File: src/rtl/core/wf_pkg.sv
// Shared types, register indexes, mode codes and small arithmetic helpers
// for the 3x3 window image filter. No dependencies.
`default_nettype none
package wf_pkg;

   typedef logic [2:0][7:0] pixel_type;   // [2] red, [1] green, [0] blue

   typedef struct packed {
      logic [8:0][2:0][7:0] cells;
      logic [2:0]           mode;
      logic                 emit;
      logic [10:0]          col;
      logic [10:0]          row;
      logic                 done;
   } job_type;

   typedef struct packed {
      pixel_type   px;
      logic [10:0] col;
      logic [10:0] row;
      logic        done;
   } result_type;

   localparam logic [1:0] REG_MODE   = 2'd0;
   localparam logic [1:0] REG_WIDTH  = 2'd1;
   localparam logic [1:0] REG_HEIGHT = 2'd2;

   localparam logic [2:0] MODE_GRAY    = 3'd0;
   localparam logic [2:0] MODE_MEDIAN  = 3'd1;
   localparam logic [2:0] MODE_GAUSS   = 3'd2;
   localparam logic [2:0] MODE_SOBEL_X = 3'd3;
   localparam logic [2:0] MODE_SOBEL_Y = 3'd4;

   localparam logic [2:0]  RESET_MODE   = MODE_MEDIAN;
   localparam logic [11:0] RESET_WIDTH  = 12'd640;
   localparam logic [11:0] RESET_HEIGHT = 12'd480;

   localparam int QUEUE_DEPTH = 16;

   function automatic logic [7:0] gray_of(input pixel_type p);
      logic [9:0]  sum;
      logic [20:0] prod;
      sum  = 10'(p[2]) + 10'(p[1]) + 10'(p[0]);
      prod = 21'(sum) * 21'd683;
      return prod[18:11];
   endfunction

   function automatic logic [7:0] min2(input logic [7:0] a, input logic [7:0] b);
      return (a < b) ? a : b;
   endfunction

   function automatic logic [7:0] max2(input logic [7:0] a, input logic [7:0] b);
      return (a > b) ? a : b;
   endfunction

   function automatic logic [7:0] med3(input logic [7:0] a, input logic [7:0] b,
                                       input logic [7:0] c);
      return max2(min2(a, b), min2(max2(a, b), c));
   endfunction

endpackage
`default_nettype wire

File: src/rtl/core/wf_back.sv
// Back part: median, Gaussian, Sobel and gray arithmetic in two stages.
// Takes jobs from wf_front, hands results or drops. Depends on wf_pkg.
`default_nettype none
module wf_back (
   input  wire logic             clock,
   input  wire logic             reset,
   input  wire logic             job_valid,
   input  wire wf_pkg::job_type  job,
   output logic                  res_push,
   output logic                  res_drop,
   output wf_pkg::result_type    res
);
   import wf_pkg::*;

   logic                 b1_valid_ff, b2_valid_ff;
   logic [2:0][2:0][7:0] lo_ff, md_ff, hi_ff;       // [row][channel]
   logic [2:0][11:0]     gsum_ff;
   logic [8:0][7:0]      gray_ff;
   logic [2:0]           b1_mode_ff, b2_mode_ff;
   logic                 b1_emit_ff, b2_emit_ff, b1_done_ff, b2_done_ff;
   logic [10:0]          b1_col_ff, b1_row_ff, b2_col_ff, b2_row_ff;

   logic [2:0][7:0]      lomax_ff, medmed_ff, himin_ff, gauss_ff;
   logic [7:0]           gpx_ff;
   logic signed [11:0]   sob_ff;

   logic [2:0][2:0][7:0] lo_in, md_in, hi_in;
   logic [2:0][11:0]     gsum_in;
   logic [8:0][7:0]      gray_in;
   logic [9:0]           pos_s, neg_s;
   logic signed [11:0]   gx, gy;
   logic [11:0]          sob_abs;
   logic [7:0]           sob_val;
   pixel_type            out_px;

   always_comb begin
      for (int ch = 0; ch < 3; ch++) begin
         for (int k = 0; k < 3; k++) begin
            lo_in[k][ch] = min2(min2(job.cells[3*k][ch], job.cells[3*k+1][ch]),
                                job.cells[3*k+2][ch]);
            hi_in[k][ch] = max2(max2(job.cells[3*k][ch], job.cells[3*k+1][ch]),
                                job.cells[3*k+2][ch]);
            md_in[k][ch] = med3(job.cells[3*k][ch], job.cells[3*k+1][ch],
                                job.cells[3*k+2][ch]);
         end
         gsum_in[ch] = 12'(job.cells[0][ch]) + 12'(job.cells[2][ch]) +
                       12'(job.cells[6][ch]) + 12'(job.cells[8][ch]) +
                       ((12'(job.cells[1][ch]) + 12'(job.cells[3][ch]) +
                         12'(job.cells[5][ch]) + 12'(job.cells[7][ch])) << 1) +
                       (12'(job.cells[4][ch]) << 2);
      end
      for (int i = 0; i < 9; i++) begin
         gray_in[i] = gray_of(job.cells[i]);
      end
   end

   always_ff @(posedge clock) begin
      if (reset) begin
         b1_valid_ff <= 1'b0;
         b2_valid_ff <= 1'b0;
      end else begin
         b1_valid_ff <= job_valid;
         b2_valid_ff <= b1_valid_ff;
      end
   end

   always_ff @(posedge clock) begin
      lo_ff      <= lo_in;
      md_ff      <= md_in;
      hi_ff      <= hi_in;
      gsum_ff    <= gsum_in;
      gray_ff    <= gray_in;
      b1_mode_ff <= job.mode;
      b1_emit_ff <= job.emit;
      b1_done_ff <= job.done;
      b1_col_ff  <= job.col;
      b1_row_ff  <= job.row;
   end

   always_comb begin
      if (b1_mode_ff == MODE_SOBEL_Y) begin
         pos_s = 10'(gray_ff[6]) + (10'(gray_ff[7]) << 1) + 10'(gray_ff[8]);
         neg_s = 10'(gray_ff[0]) + (10'(gray_ff[1]) << 1) + 10'(gray_ff[2]);
      end else begin
         pos_s = 10'(gray_ff[2]) + (10'(gray_ff[5]) << 1) + 10'(gray_ff[8]);
         neg_s = 10'(gray_ff[0]) + (10'(gray_ff[3]) << 1) + 10'(gray_ff[6]);
      end
      gx = $signed(12'(pos_s));
      gy = $signed(12'(neg_s));
   end

   always_ff @(posedge clock) begin
      for (int ch = 0; ch < 3; ch++) begin
         lomax_ff[ch]  <= max2(max2(lo_ff[0][ch], lo_ff[1][ch]), lo_ff[2][ch]);
         himin_ff[ch]  <= min2(min2(hi_ff[0][ch], hi_ff[1][ch]), hi_ff[2][ch]);
         medmed_ff[ch] <= med3(md_ff[0][ch], md_ff[1][ch], md_ff[2][ch]);
         gauss_ff[ch]  <= gsum_ff[ch][11:4];
      end
      gpx_ff     <= gray_ff[8];
      sob_ff     <= gx - gy;
      b2_mode_ff <= b1_mode_ff;
      b2_emit_ff <= b1_emit_ff;
      b2_done_ff <= b1_done_ff;
      b2_col_ff  <= b1_col_ff;
      b2_row_ff  <= b1_row_ff;
   end

   always_comb begin
      sob_abs = sob_ff[11] ? 12'(-sob_ff) : 12'(sob_ff);
      sob_val = (sob_abs > 12'd255) ? 8'd255 : sob_abs[7:0];
      case (b2_mode_ff)
         MODE_GRAY:    out_px = {gpx_ff, gpx_ff, gpx_ff};
         MODE_MEDIAN: begin
            for (int ch = 0; ch < 3; ch++) begin
               out_px[ch] = med3(lomax_ff[ch], medmed_ff[ch], himin_ff[ch]);
            end
         end
         MODE_GAUSS:   out_px = gauss_ff;
         MODE_SOBEL_X,
         MODE_SOBEL_Y: out_px = {sob_val, sob_val, sob_val};
         default:      out_px = '0;
      endcase
   end

   assign res_push = b2_valid_ff && b2_emit_ff;
   assign res_drop = b2_valid_ff && !b2_emit_ff;
   assign res.px   = out_px;
   assign res.col  = b2_col_ff;
   assign res.row  = b2_row_ff;
   assign res.done = b2_done_ff;

endmodule
`default_nettype wire

File: config.mk
export PLATFORM = sky130hd
export DESIGN_NAME = wf_back
export DESIGN_NICKNAME = d
export VERILOG_FILES = /design/src/rtl/core/wf_pkg.sv /design/src/rtl/core/wf_back.sv
export SDC_FILE = /design/constraint.sdc
export NUM_CORES = 2
export LEC_CHECK = 0
export BUFFER_PORTS_ARGS = -buffer_cell sky130_fd_sc_hd__buf_2
export CORE_ASPECT_RATIO = 1.2
export CORE_UTILIZATION = 37
export CTS_CLUSTER_DIAMETER = 200
export DETAILED_ROUTE_END_ITERATION = 16
export SETUP_SLACK_MARGIN = 0.05
export SYNTH_ARGS = -nofsm -noshare
export SYNTH_HDL_FRONTEND = slang
export SYNTH_SLANG_ARGS = --single-unit
File: constraint.sdc
create_clock -name clock -period 23.3 [get_ports clock]
set_input_delay 5.825 -clock clock [delete_from_list [all_inputs] [get_ports clock]]
set_output_delay 5.825 -clock clock [all_outputs]
set_load 0.03 [all_outputs]
# After elaboration in Yosys (flattened, before gate mapping)
# Cells that the tools add are included.
# classes
magnitude_cmp	91
n_bitwise	0
n_mul	8
shifts	0
n_mux	95
div_mod_pow	0
reduce_logical	5
n_addsub	50
eq_ne	5
# op_table
operator	n
8-bit 2-to-1 mux	91
8-bit greater-than comparator	45
8-bit < comparator	45
10-bit by 10-bit multiplier with 19-bit output (second input constant)	8
9-bit by 8-bit adder with 10-bit output	14
8-bit by 8-bit adder with 9-bit output	14
24-bit case mux with 4 select lines	1
10-bit by 8-bit adder with 11-bit output	6
10-bit by 8-bit adder with 10-bit output	4
8-bit by 9-bit adder with 10-bit output	4
11-bit by 12-bit adder with 12-bit output	3
12-bit by 10-bit adder with 12-bit output	3
10-bit 2-to-1 mux	2
12-bit by 8-bit greater-than comparator with 1-bit output (second input constant)	1
12-bit 2-to-1 mux	1
11-bit negator with 12-bit output	1
10-bit by 10-bit subtractor with 11-bit output	1
3-bit by 2-bit equality test with 1-bit output (second input constant)	2
3-bit equality test (second input constant)	2
3-bit by 1-bit equality test with 1-bit output (second input constant)	1
3-bit logical NOT	1
1-bit logical AND	2
2-bit OR reduction	1
1-bit logical NOT	1
# word_totals
word_cells	318
latchBits	0
register_bits	487
ramBits	0
output_inout_bits	49
in_bits	246
n_memories	0
mem_bits_ro	0

# Depth between registers and ports, before layout
# depth
ltp_word	7
ltp_mapped	30

# Worst setup path before layout
# Ideal clock, no wire load.
# synth_timing
kind	input -> register
startpoint	input port job[100] (netlist bit)
endpoint	register gray_ff[30] (netlist bit)
cell_stages	26
t_required_ns	23.173
setup_slack_ns	11.247
setup_time_ns	0.127
t_arrival_ns	11.926
cell_sequence	fa_1 ha_1 fa_1 a21o_1 a21oi_1 o21bai_1 a21oi_1 xnor2_1 ha_1 ha_1 inv_1 fa_1 inv_1 fa_1 inv_1 fa_1 inv_1 ha_1 a2111oi_0 nor3_1 a211o_1 and4_1 o31a_1 o21ai_0 a21boi_0 xor2_1
# synth_rtl
item	line	rtl
start: declaration	wf_back.sv:8	input wire wf_pkg::job_type job,
end signal: assignment	wf_back.sv:72	gray_ff <= gray_in;
end: declaration	wf_back.sv:18	logic [8:0][7:0] gray_ff;

==> reports/results.txt <==
Avg Inst Size Synth: 9.57 sq um
site row count: 152
Vias: 41673
Bufs on Longest Clock Path: 3
Worst-Skew Late Latency: 0.66 ns
top_reg_cell synth: dfxtp_1
grt ovf: 0
RSZ-0062 raised after global routing: no
status: completed
1st-pass router iterations: 7
WS Path Type: flop to output port
core area: 143000 sq um
dpl ws: 10.38 ns
sequential share of the synthesized area: 0.178
Post-DP Area: 57200 sq um
YS warnings: 0
Final period util: 0.556
Routed WL per cell: 22.8 um
worst setup margin: 10.34 ns
Crit Path Max Fanout: 9
vias in the first global route: 42108
DP Wirelength: 156000 um
number of placed instances, taps included: 7762
measured slew at the worst slew-check pin: 1.17 ns
Final Non-Filler Cells: 7890
largest net degree at the start of global routing: 35
Worst Path Required: 17.48 ns
nets@finish: 7689
fmax: 0.0771 GHz
H-tree Lvls: 2
cts hold-fix bufs: 0
DR vias/cell: 5.28
Die W: 349 um
die area: 146000 sq um
Synth Register Bits: 475
final setup fails: 0
maxcap violations: 0
CTS tree: built
clock sinks: 475
Routed WL: 180000 um
first-pass GRT wire length: 263000 um
die height: 418 um
initial antenna violation count: 59
relative slew slack: 0.222
Gate Count Post-Synth: 5587
DRT antenna net count: 0
async set-reset flop share out of synthesis: 0
number of flops mapped to enable cells by yosys: 0
CP startpoint kind: flop
CTS-repair resized insts: 0
Clk pin slew, worst setup/hold paths: 0.06 ns
syn_nets: 7384
IO buf count: 294
fin. max-slew vios: 0
setup bufs post-CTS: 0
gpl congestion: 0.987
share of cells above drive strength 1: 0.115
Starting Density: 0.373
r2r startpoint: md_ff[41]
Crit. End Element: output port
initial DRC count: 2485
worst setup path startpoint: medmed_ff[13]
Hold Path Class: flop to flop
Final Hold Fails: 0
GR Util All Layers: 0.244
cts bufs inserted: 53
post-synthesis cell area: 53400 sq um
Area growth, synth to finish: 10.6%
worst hold start: gsum_ff[20]
WP data arrival: 7.14 ns
DRC violations left: 0
Tmin final: 12.96 ns
Root Buffer: clkbuf_16
fin area: 59100 sq um
Synth cell types: 71
Setup Total Neg Slack: 0 ns
IO Count: 295
Clock Skew: 0.0422 ns
Yosys cell counts (all sizes together) (37+ instances only):
| cell type | number | area, sq um |
|---|---|---|
| ha | 1143 | 14300 |
| inv | 927 | 3480 |
| dfxtp | 475 | 9510 |
| fa | 408 | 8170 |
| o21ai | 341 | 1720 |
| nand2 | 291 | 1090 |
| a21oi | 270 | 1350 |
| mux2i | 255 | 2600 |
| mux2 | 251 | 2830 |
| nor2 | 160 | 601 |
| xnor2 | 134 | 1170 |
| a21o | 117 | 878 |
| o21a | 104 | 781 |
| nand3 | 85 | 435 |
| nor2b | 69 | 432 |
| nand4 | 59 | 369 |
| xor2 | 54 | 473 |
| clkbuf | 45 | 169 |
| o21bai | 45 | 338 |
| nor3 | 42 | 210 |
| nand2b | 37 | 231 |
registers in the layout, indices dropped and copies added, names as in the netlist, 24 cells and up:
signal,count
gauss_ff,24
lo_ff,72
gray_ff,64
lomax_ff,24
hi_ff,72
gsum_ff,24
himin_ff,24
md_ff,72
medmed_ff,24
placed cells by master (no fill, tap or decap), types with 83 or more instances in the layout:
cell type	n
mux2_2	251
ha_1	1143
nor2_1	160
fa_1	408
mux2i_1	250
a21oi_1	270
dfxtp_1	475
xnor2_1	134
nand2_1	291
buf_2	294
a21o_1	117
nand3_1	83
o21a_1	104
o21ai_0	311
inv_1	927
cell type report:
type                            instances  area [sq um]
Sequential cell                       475          9510
Antenna cell                           30          75.1
Clock inverter                         32           415
Inverter                              927          3480
Tap cell                             1925          2410
Multi-Input combinational cell       4129         40200
Fill cell                           14094         84100
Timing Repair Buffer                  306          1560
Clock buffer                           66          1440
worst max-delay path: stages, from the launching register on:
cell      delay (ns)
dfxtp_1         0.38
inv_1           0.06
ha_1            0.30
a21oi_1         0.15
o21ai_0         0.11
o31a_1          0.15
nor2_1          0.55
mux2_2          0.43
ha_1            0.29
a21o_1          0.18
a211o_1         0.33
or3_1           0.36
o32a_1          0.30
nand3_2         0.20
mux2i_1         0.38
ha_1            0.22
o21a_1          0.12
o21a_1          0.10
o21a_1          0.10
o21bai_1        0.05
a22oi_1         0.81
mux2_2          0.49
o21ai_0         0.18
buf_2           0.24
layer usage:
metal / global-route usage / vias up / wire, um
met5: 0 / - / 368
met4: 0.146 / 60 / 11900
met3: 0.0513 / 426 / 13200
met2: 0.400 / 1261 / 82000
met1: 0.293 / 19968 / 72100
li1: - / 19958 / -
worst paths after layout:
kind              depth (start not counted)  slack, ns            end
setup / recovery                         23      10.34        res[38]
hold / removal                            0       0.32   gauss_ff[12]
setup reg to reg                         24      17.35  medmed_ff[17]
hold reg to reg                           0       0.32   gauss_ff[12]
per-stage QoR:
step / util / hold slack [ns]
6_report: 0.413 / 0.323
5_1_grt: 0.412 / 0.329
4_1_cts: 0.412 / 0.324
3_5_place_dp: 0.399 / 0.312
3_3_place_gp: 0.399 / 0.310
2_1_floorplan: - / 0.310
cell families (layout without fill, tap and decap cells):
group,count (synthesis),count (layout),synth area share
adders and majority gates,1551,1551,0.420
muxes,506,506,0.101
DFF,475,475,0.178
and+or+nand+nor,825,825,0.0737
other,0,30,0
xor gates and xnor gates,188,188,0.0308
buffers and inverters,983,1331,0.0696
AOI/OAI and AO/OA,1059,1059,0.126
Power is not shown: default switching activity piles up to over one toggle a cycle in this logic, so the estimate is an artifact.
