===== src/rtl/core/wf_pkg.sv =====
// Shared types, register indexes, mode codes and small arithmetic helpers
// for the 3x3 window image filter. No dependencies.
`default_nettype none
package wf_pkg;

   typedef logic [2:0][7:0] pixel_type;   // [2] red, [1] green, [0] blue

   typedef struct packed {
      logic [8:0][2:0][7:0] cells;
      logic [2:0]           mode;
      logic                 emit;
      logic [10:0]          col;
      logic [10:0]          row;
      logic                 done;
   } job_type;

   typedef struct packed {
      pixel_type   px;
      logic [10:0] col;
      logic [10:0] row;
      logic        done;
   } result_type;

   localparam logic [1:0] REG_MODE   = 2'd0;
   localparam logic [1:0] REG_WIDTH  = 2'd1;
   localparam logic [1:0] REG_HEIGHT = 2'd2;

   localparam logic [2:0] MODE_GRAY    = 3'd0;
   localparam logic [2:0] MODE_MEDIAN  = 3'd1;
   localparam logic [2:0] MODE_GAUSS   = 3'd2;
   localparam logic [2:0] MODE_SOBEL_X = 3'd3;
   localparam logic [2:0] MODE_SOBEL_Y = 3'd4;

   localparam logic [2:0]  RESET_MODE   = MODE_MEDIAN;
   localparam logic [11:0] RESET_WIDTH  = 12'd640;
   localparam logic [11:0] RESET_HEIGHT = 12'd480;

   localparam int QUEUE_DEPTH = 16;

   function automatic logic [7:0] gray_of(input pixel_type p);
      logic [9:0]  sum;
      logic [20:0] prod;
      sum  = 10'(p[2]) + 10'(p[1]) + 10'(p[0]);
      prod = 21'(sum) * 21'd683;
      return prod[18:11];
   endfunction

   function automatic logic [7:0] min2(input logic [7:0] a, input logic [7:0] b);
      return (a < b) ? a : b;
   endfunction

   function automatic logic [7:0] max2(input logic [7:0] a, input logic [7:0] b);
      return (a > b) ? a : b;
   endfunction

   function automatic logic [7:0] med3(input logic [7:0] a, input logic [7:0] b,
                                       input logic [7:0] c);
      return max2(min2(a, b), min2(max2(a, b), c));
   endfunction

endpackage
`default_nettype wire


===== src/rtl/core/wf_fifo.sv =====
// Result queue between the back part and the rsp_ ports.
// Depends on wf_pkg for the result type and depth.
`default_nettype none
module wf_fifo (
   input  wire logic                clock,
   input  wire logic                reset,
   input  wire logic                push,
   input  wire wf_pkg::result_type  wdata,
   input  wire logic                pop,
   output logic                     empty,
   output wf_pkg::result_type       rdata
);
   import wf_pkg::*;

   localparam int AW = $clog2(QUEUE_DEPTH);

   result_type     mem [QUEUE_DEPTH];
   logic [AW-1:0]  wr_ptr_ff, rd_ptr_ff;
   logic [AW:0]    count_ff;
   logic           do_pop;

   assign empty  = (count_ff == '0);
   assign do_pop = pop && !empty;
   assign rdata  = mem[rd_ptr_ff];

   always_ff @(posedge clock) begin
      if (push) begin
         mem[wr_ptr_ff] <= wdata;
      end
   end

   always_ff @(posedge clock) begin
      if (reset) begin
         wr_ptr_ff <= '0;
         rd_ptr_ff <= '0;
         count_ff  <= '0;
      end else begin
         if (push) begin
            wr_ptr_ff <= wr_ptr_ff + AW'(1);
         end
         if (do_pop) begin
            rd_ptr_ff <= rd_ptr_ff + AW'(1);
         end
         count_ff <= count_ff + (AW+1)'(push) - (AW+1)'(do_pop);
      end
   end

endmodule
`default_nettype wire


===== config.mk =====
export PLATFORM = sky130hd
export DESIGN_NAME = wf_fifo
export DESIGN_NICKNAME = d
export VERILOG_FILES = /design/src/rtl/core/wf_pkg.sv /design/src/rtl/core/wf_fifo.sv
export SDC_FILE = /design/constraint.sdc
export NUM_CORES = 1
export LEC_CHECK = 0
export BUFFER_PORTS_ARGS = -buffer_cell sky130_fd_sc_hd__buf_2
export CORE_MARGIN = 10
export CORE_UTILIZATION = 45
export CTS_CLUSTER_SIZE = 16
export DETAILED_ROUTE_END_ITERATION = 10
export PLACE_DENSITY = 0.65
export SYNTH_ARGS = -nofsm -noshare
export SYNTH_HDL_FRONTEND = slang
export SYNTH_SLANG_ARGS = --single-unit

===== constraint.sdc =====
create_clock -name clock -period 8 [get_ports clock]
set_input_delay 0.8 -clock clock [delete_from_list [all_inputs] [get_ports clock]]
set_output_delay 0.8 -clock clock [all_outputs]
set_load 0.05 [all_outputs]

## Yosys cells after proc, flatten, opt, wreduce, memory -nomap -nowiden

Memories as Yosys holds them, arrays and structs flattened. A register that Yosys moved wholly into a read port is not among the register bits.
Cells that the tools add are included.

| cells by class | value |
|---|---|
| add/subtract/negate cells | 4 |
| muxes and demuxes | 4 |
| reduce and logical (&&, ||, !) cells | 3 |

Operators by type and width:

| operator | count |
|---|---|
| $add 4x1->4 const B | 2 |
| $mux 4 | 2 |
| $add 5x1->5 | 1 |
| $logic_not 5->1 | 1 |
| $sub 5x1->5 | 1 |
| $mux 1 | 2 |
| $logic_and 1x1->1 | 1 |
| $logic_not 1->1 | 1 |

| storage, ports and cells | value |
|---|---|
| register bits | 13 |
| bits in writable memories | 752 |
| output and inout bits | 48 |
| word-level logic and storage cells | 15 |
| memories kept | 1 |

Memories:

| memory | depth | bits a word | rd ports | clocked after Yosys merged registers in | wr ports | line | RTL |
|---|---|---|---|---|---|---|---|
| mem | 16 | 47 | 1 | 1 | 1 | wf_fifo.sv:17 | `result_type mem [QUEUE_DEPTH];` |

## Logic depth before layout (Yosys ltp)

Gate-level depths: netlist of run 1.

| depth | value |
|---|---|
| depth in word-level cells | 5 |
| depth in mapped cells | 13 |

## Least setup slack after synthesis of run 1

OpenSTA, ideal clock, no wires.

| timing | value |
|---|---|
| path type | input to register |
| start | in push |
| end | mem mem[0][0] (netlist bit) (enable) |
| library setup time | 0.409 ns |
| data arrival time | 2.503 ns |
| data required time | 7.591 ns |
| path slack | 5.088 ns |
| stages on the path | 3 |
| path buffers | 1 |
| cell sequence | clkbuf_1 > nor3b_1 > and2_1 |

| between the ends | value |
|---|---|
| word-level cells in the longest chain between the ends | 2 |

Ends and longest elaborated chain:

| element | line | RTL |
|---|---|---|
| start, declared | wf_fifo.sv:7 | `input wire logic push,` |
| $mux 1 | wf_fifo.sv:27 | `if (push) begin` |
| $mux 1 (not written as such) | wf_fifo.sv:28 | `mem[wr_ptr_ff] <= wdata;` |
| end, declared | wf_fifo.sv:17 |  |

Every way passes these cells.

==> reports/metrics.cfg, run 1 <==
[status]
status=completed

[power_and_ir_drop]
p_total_mw=9.96
worst_ir_drop_vdd_uv=193
p_leak_nw=10.3
powerDensity_nw_per_um2=303

[placed_design]
dp_slack_ps=4120
post-dp-hpwl_microns=28300
gp_congestion=0.679
io_buffers=98

[clock_network]
cts_hold_buf=0
cts_buffer_depth=3
clk_pin_slew_ps=60
clock-sinks=769
worst_skew_pair.late_latency_ps=620
post-cts-setup-buffer-count=0
cts-root-buf=clkbuf_16
h-tree-depth=3
numCtsBuffers=78
cts_resized=0
cts_tree=done

[critical_path]
crit_chain=buf_4 > mux4_2 > a22oi_1 > nand2_1 > buf_2
worstSetupEndpointType=primary output
crit_slowest_cell=dfxtp_4
r2r_cells=13
r2r_slack_ps=4990
required_ps=7200
r2r_start=count_ff[2]
crit_arrival_ps=3650
crit_fanout=67
reg2reg_to=count_ff[4]
crit_path_start_kind=register
cpPeakStageDelay_ps=1050
critical_path_class=register to primary output

[floorplanning]
io_pins=99
die_y_microns=274
start_util_pct=45.7
std_cell_rows=92
dieArea_sq_um=75000
core_area_sq_um=63400
die_w_microns=274

[layout]
layout-drive-gt1-share_pct=30.1
layout.nets=1435
area_growth_pct=13.4

[timing]
hold_viol_final=0
period_share_pct=55.6
fin_crit_ps=4450
max_freq_mhz=225
setup_slack_ps=3550
rsz0062_at_grt=no
slew_violations=0
fin_skew_ps=18.9
setup-violations-final=0
tns_ps=0
relSlewSlack_pct=26.3
worstMarginPinSlew_ps=1110

[synth]
avgSynthCellArea_sq_um=23.2
synthDistinctLibCells=29
ys_async_sr_fraction_pct=0
synthCells=1248
syn_area_sq_um=29000
ys_ff_latch=769
ys_warn_count=0
synth-edff-count=752
syn_nets=1311
synth_top_flop_cell=edfxtp_1
ys_seq_area_share_pct=79.1

[route]
wl_met3_microns=4380
drt-vias-per-instance=5.81
wl_met2_microns=31800
dr.max_layer_used=met5
ant_nets=0
vias=13300
drc=0
routed_wl_microns=63400
drtIter0Drc=1536
wl_met1_microns=26200
drtPass1Iterations=5
wl_per_cell_microns=27.8

[global_routing]
overflow=0
track_usage_pct=17.1
grt_pass1_wl_microns=93700
grt_pass1_vias=14100
grt_max_degree=97
grt_antenna_before_repair=8

[min_path]
hold_class=register to register
min_from=rd_ptr_ff[1]
holdPathStages=2

[flow_run]
maxCapViolations=0

[cell usage after synthesis, drive strengths merged, types with 2 or more instances]
library cell / instances / area [sq um]
a21oi: 4 / 20.0
a22oi: 94 / 706
and2: 17 / 106
and3: 2 / 12.5
buf: 32 / 248
clkbuf: 32 / 120
dfxtp: 17 / 340
edfxtp: 752 / 22600
ha: 11 / 138
inv: 10 / 37.5
mux4: 188 / 4230
nand2: 51 / 191
nand3: 3 / 15.0
nor2: 13 / 48.8
nor2b: 4 / 25.0
xnor2: 3 / 26.3
xor2: 6 / 52.6
[final cells by class]
type / instances / area, sq um
clock buffers: 99 / 2090
well taps: 846 / 1060
inverters: 10 / 37.5
repair buffers: 108 / 578
diodes: 3 / 7.51
clock inverters: 43 / 428
multi-input cells: 405 / 5720
flip-flops and latches: 769 / 22900
fillers: 4801 / 30600
[routing by layer]
| layer | global-route usage (%) | up-vias |
|---|---|---|
| li1 | - | 5556 |
| met1 | 23.2 | 7160 |
| met2 | 27.8 | 465 |
| met3 | 3.32 | 77 |
| met4 | 4.80 | 10 |
| met5 | 0 | - |
[metrics by stage]
stage	util [%]	hold slack (ps)	cells	area, sq um
2_1_floorplan	-	455	1248	29000
3_3_place_gp	47.8	499	2138	30300
3_5_place_dp	47.8	513	2138	30300
4_1_cts	51.8	499	2280	32800
5_1_grt	51.8	528	2280	32800
6_report	51.8	519	2283	32900
[cells in the final DEF (no fill, tap or decap), types with 2 or more instances in the layout]
cell        synthesis  routed
a21oi_1             4       4
a22oi_1            94      94
and2_4              0      16
and3_1              2       2
buf_2              15      98
buf_4               1       9
bufinv_16           0       7
clkbuf_1           32      18
clkbuf_16           0      81
clkinv_1            0      10
clkinv_2            0      12
clkinv_4            0       3
clkinvlp_4          0       4
dfxtp_1            17      15
dfxtp_4             0       2
diode_2             0       3
edfxtp_1          752     752
ha_1               11      11
inv_1              10      10
inv_6               0       6
mux4_2            188     188
nand2_1            51      51
nand3_1             3       3
nor2_1             13      12
nor2b_1             4       2
nor2b_4             0       2
xnor2_1             3       3
xor2_1              6       6
[critical path: cells and delay by family, from the launching register on]
family          cells  cell delay, ps
flops               1            1050
compound gates      1             210
buf+inv             2            1110
mux                 1             410
simple gates        1             190
[worst max path at each step]
stage / slack, ps / from / depth (start not counted) / endpoint
finish: 3550 / register / 5 / rdata[39]
global placement: 4160 / register / 5 / rdata[14]
detailed placement: 4120 / register / 5 / rdata[13]
CTS: 3430 / register / 5 / rdata[13]
global route: 3360 / register / 5 / rdata[14]
floorplan: 5090 / push / 3 / mem[0][0]
[where the power goes]
part | switching [mW] | leakage (nW) | internal (mW) | total [mW]
Sequential | 0.0831 | 6.93 | 4.49 | 4.58
Combinational | 1.02 | 2.10 | 0.769 | 1.79
Clock | 1.51 | 1.23 | 2.09 | 3.60
Total | 2.61 | 10.3 | 7.35 | 9.96
[logic make-up after synthesis]
kind of cell / after synthesis / synth area share (%)
flip-flops: 769 / 79.1
multiplexers: 189 / 14.6
AO/OA/AOI/OAI: 100 / 2.55
AND/OR/NAND/NOR: 95 / 1.51
buffers and inverters: 74 / 1.40
adder cells (fa/ha/maj): 12 / 0.544
XOR/XNOR: 9 / 0.272
[state kept, by name, indices dropped and copies added, names as in the netlist, named ones only]
name / count
mem: 752
rd_ptr_ff: 4
count_ff: 5
wr_ptr_ff: 4
(Power assumes the default switching activity.)
==> run 2: changes to the inputs <==
PLACE_DENSITY = 0.67   (was 0.65)
clock period = 4 ns   (was 8 ns; I/O delays follow)
==> run 2 against run 1 <==
  * Non-clock buffer count increased by 4
  * Flip-flop and latch count stayed put
  * Power is 95% higher
  * Worst hold slack got worse by 410 ps
  * Die area is the same
  * Cell count down 0.22%
  * Setup slack worse by 2900 ps
  * Via count decreased by 0.78%
  * Largest power group unchanged
==> reports/metrics.cfg, run 2 (synthesized netlist as in run 1, its figures left out) <==
[status]
status=completed

[layout]
top_register=mem
n_fill_cell=4782
top_regs=mem: 752 flops, count_ff: 5 flops
largest_reg_flops=752
seq_area_sq_um=22900
final_cells=2278
diodes=0
layout_common_cells=edfxtp_1, mux4_2, buf_2, a22oi_1, clkbuf_16
multi_input_area_sq_um=5720
mostFrequentLayoutCell=edfxtp_1
layout-drive-gt1-share_pct=29.9
area_growth_pct=12.9
layout.nets=1437

[route]
vias=13200
wl_per_cell_microns=27.3
drtPass1Iterations=7
drc=0
routed_wl_microns=62200
drtIter0Drc=1556
ant_nets=0
drt-vias-per-instance=5.78

[critical_path]
worstSetupEndpointType=primary output
crit_path_start_kind=register
crit_fanout=51
required_ps=3600
crit_arrival_ps=2900
critical_path_class=register to primary output

[timing]
hold_viol_final=0
fin_crit_ps=3300
setup-violations-final=0
max_freq_mhz=303
relSlewSlack_pct=30.1
worstMarginPinSlew_ps=1050
period_share_pct=82.5
slew_violations=0
rsz0062_at_grt=no
fin_skew_ps=21.7
tns_ps=0

[clock_network]
clock-sinks=769
cts-root-buf=clkbuf_16
cts_tree=done
cts_buffer_depth=3
post-cts-setup-buffer-count=0
clk_pin_slew_ps=60
worst_skew_pair.late_latency_ps=610
numCtsBuffers=76
cts_resized=0
h-tree-depth=3
cts_hold_buf=0

[power_and_ir_drop]
switching_share_pct=26.3
intPower_mw=14.3
worst_ir_drop_vdd_uv=435
seq_power_share_pct=46.8
switching_power_mw=5.11
p_leak_nw=10.2
clkPwrFrac_pct=34.2
powerDensity_nw_per_um2=594
comb_power_share_pct=19.0

[global_routing]
met2_usage_pct=26.7
track_usage_pct=16.8
grt_pass1_wl_microns=92600
grt_max_degree=52
grt_pass1_vias=14000
grt_antenna_before_repair=4
overflow=0
busiest_layer=met2
met3_usage_pct=3.46
grtUsageMet1_pct=23.4

[floorplanning]
io_pins=99
die_w_microns=274
dieArea_sq_um=75000
die_y_microns=274
std_cell_rows=92
core_area_sq_um=63400
start_util_pct=45.7

[placed_design]
post-dp-hpwl_microns=28800
dp_cells=2142
gp_congestion=0.713
io_buffers=98

[min_path]
hold_class=input pin to register

[flow_run]
maxCapViolations=0

## run 2: cell type report
cell class | instances | share of cell area [%]
Inverter | 10 | 0.115
Clock buffer | 95 | 6.25
Tap cell | 846 | 3.23
Sequential cell | 769 | 70.1
Multi-Input combinational cell | 405 | 17.5
Timing Repair Buffer | 112 | 2.09
Clock inverter | 41 | 0.768
## run 2: critical path: stages (launching register included)
cell	delay [ps]
dfxtp_4	640
buf_12	400
mux4_2	570
a22oi_1	200
nand2_1	170
buf_2	260
## run 2: metrics by stage
step	hold WS, ps	area [sq um]	worst slack (ps)	utilization, %	power (mW)
6_report	113	32700	702	51.6	19.4
3_3_place_gp	488	30400	1100	48.0	13.0
2_1_floorplan	455	29000	1210	-	12.2
4_1_cts	91.5	32700	579	51.6	19.6
5_1_grt	140	32700	493	51.6	20.2
3_5_place_dp	501	30400	1010	48.0	13.0
## run 2: path summary, 6_finish.rpt
kind / start / endpoint / slack (ps) / cells past startpoint
worst max-delay path: register / rdata[18] / 700 / 5
worst min-delay path: pop / register / 110 / 3
worst max register to register: count_ff[2] / count_ff[4] / 1010 / 13
worst min register to register: rd_ptr_ff[1] / register / 500 / 2
## run 2: power groups by stage
| stage | registers, mW | clock network (mW) | logic (mW) |
|---|---|---|---|
| floorplan | 9.19 | 0 | 3.04 |
| global placement | 9.27 | 0 | 3.72 |
| detailed placement | 9.28 | 0 | 3.77 |
| CTS | 9.11 | 6.75 | 3.78 |
| global route | 9.12 | 7.10 | 3.98 |
| finish | 9.10 | 6.64 | 3.69 |
## run 2: layer usage
layer	vias to the layer above	share of wire [%]
met5	-	0.077
met4	8	1.5
met3	64	7.5
met2	487	49
met1	7048	42
li1	5557	-
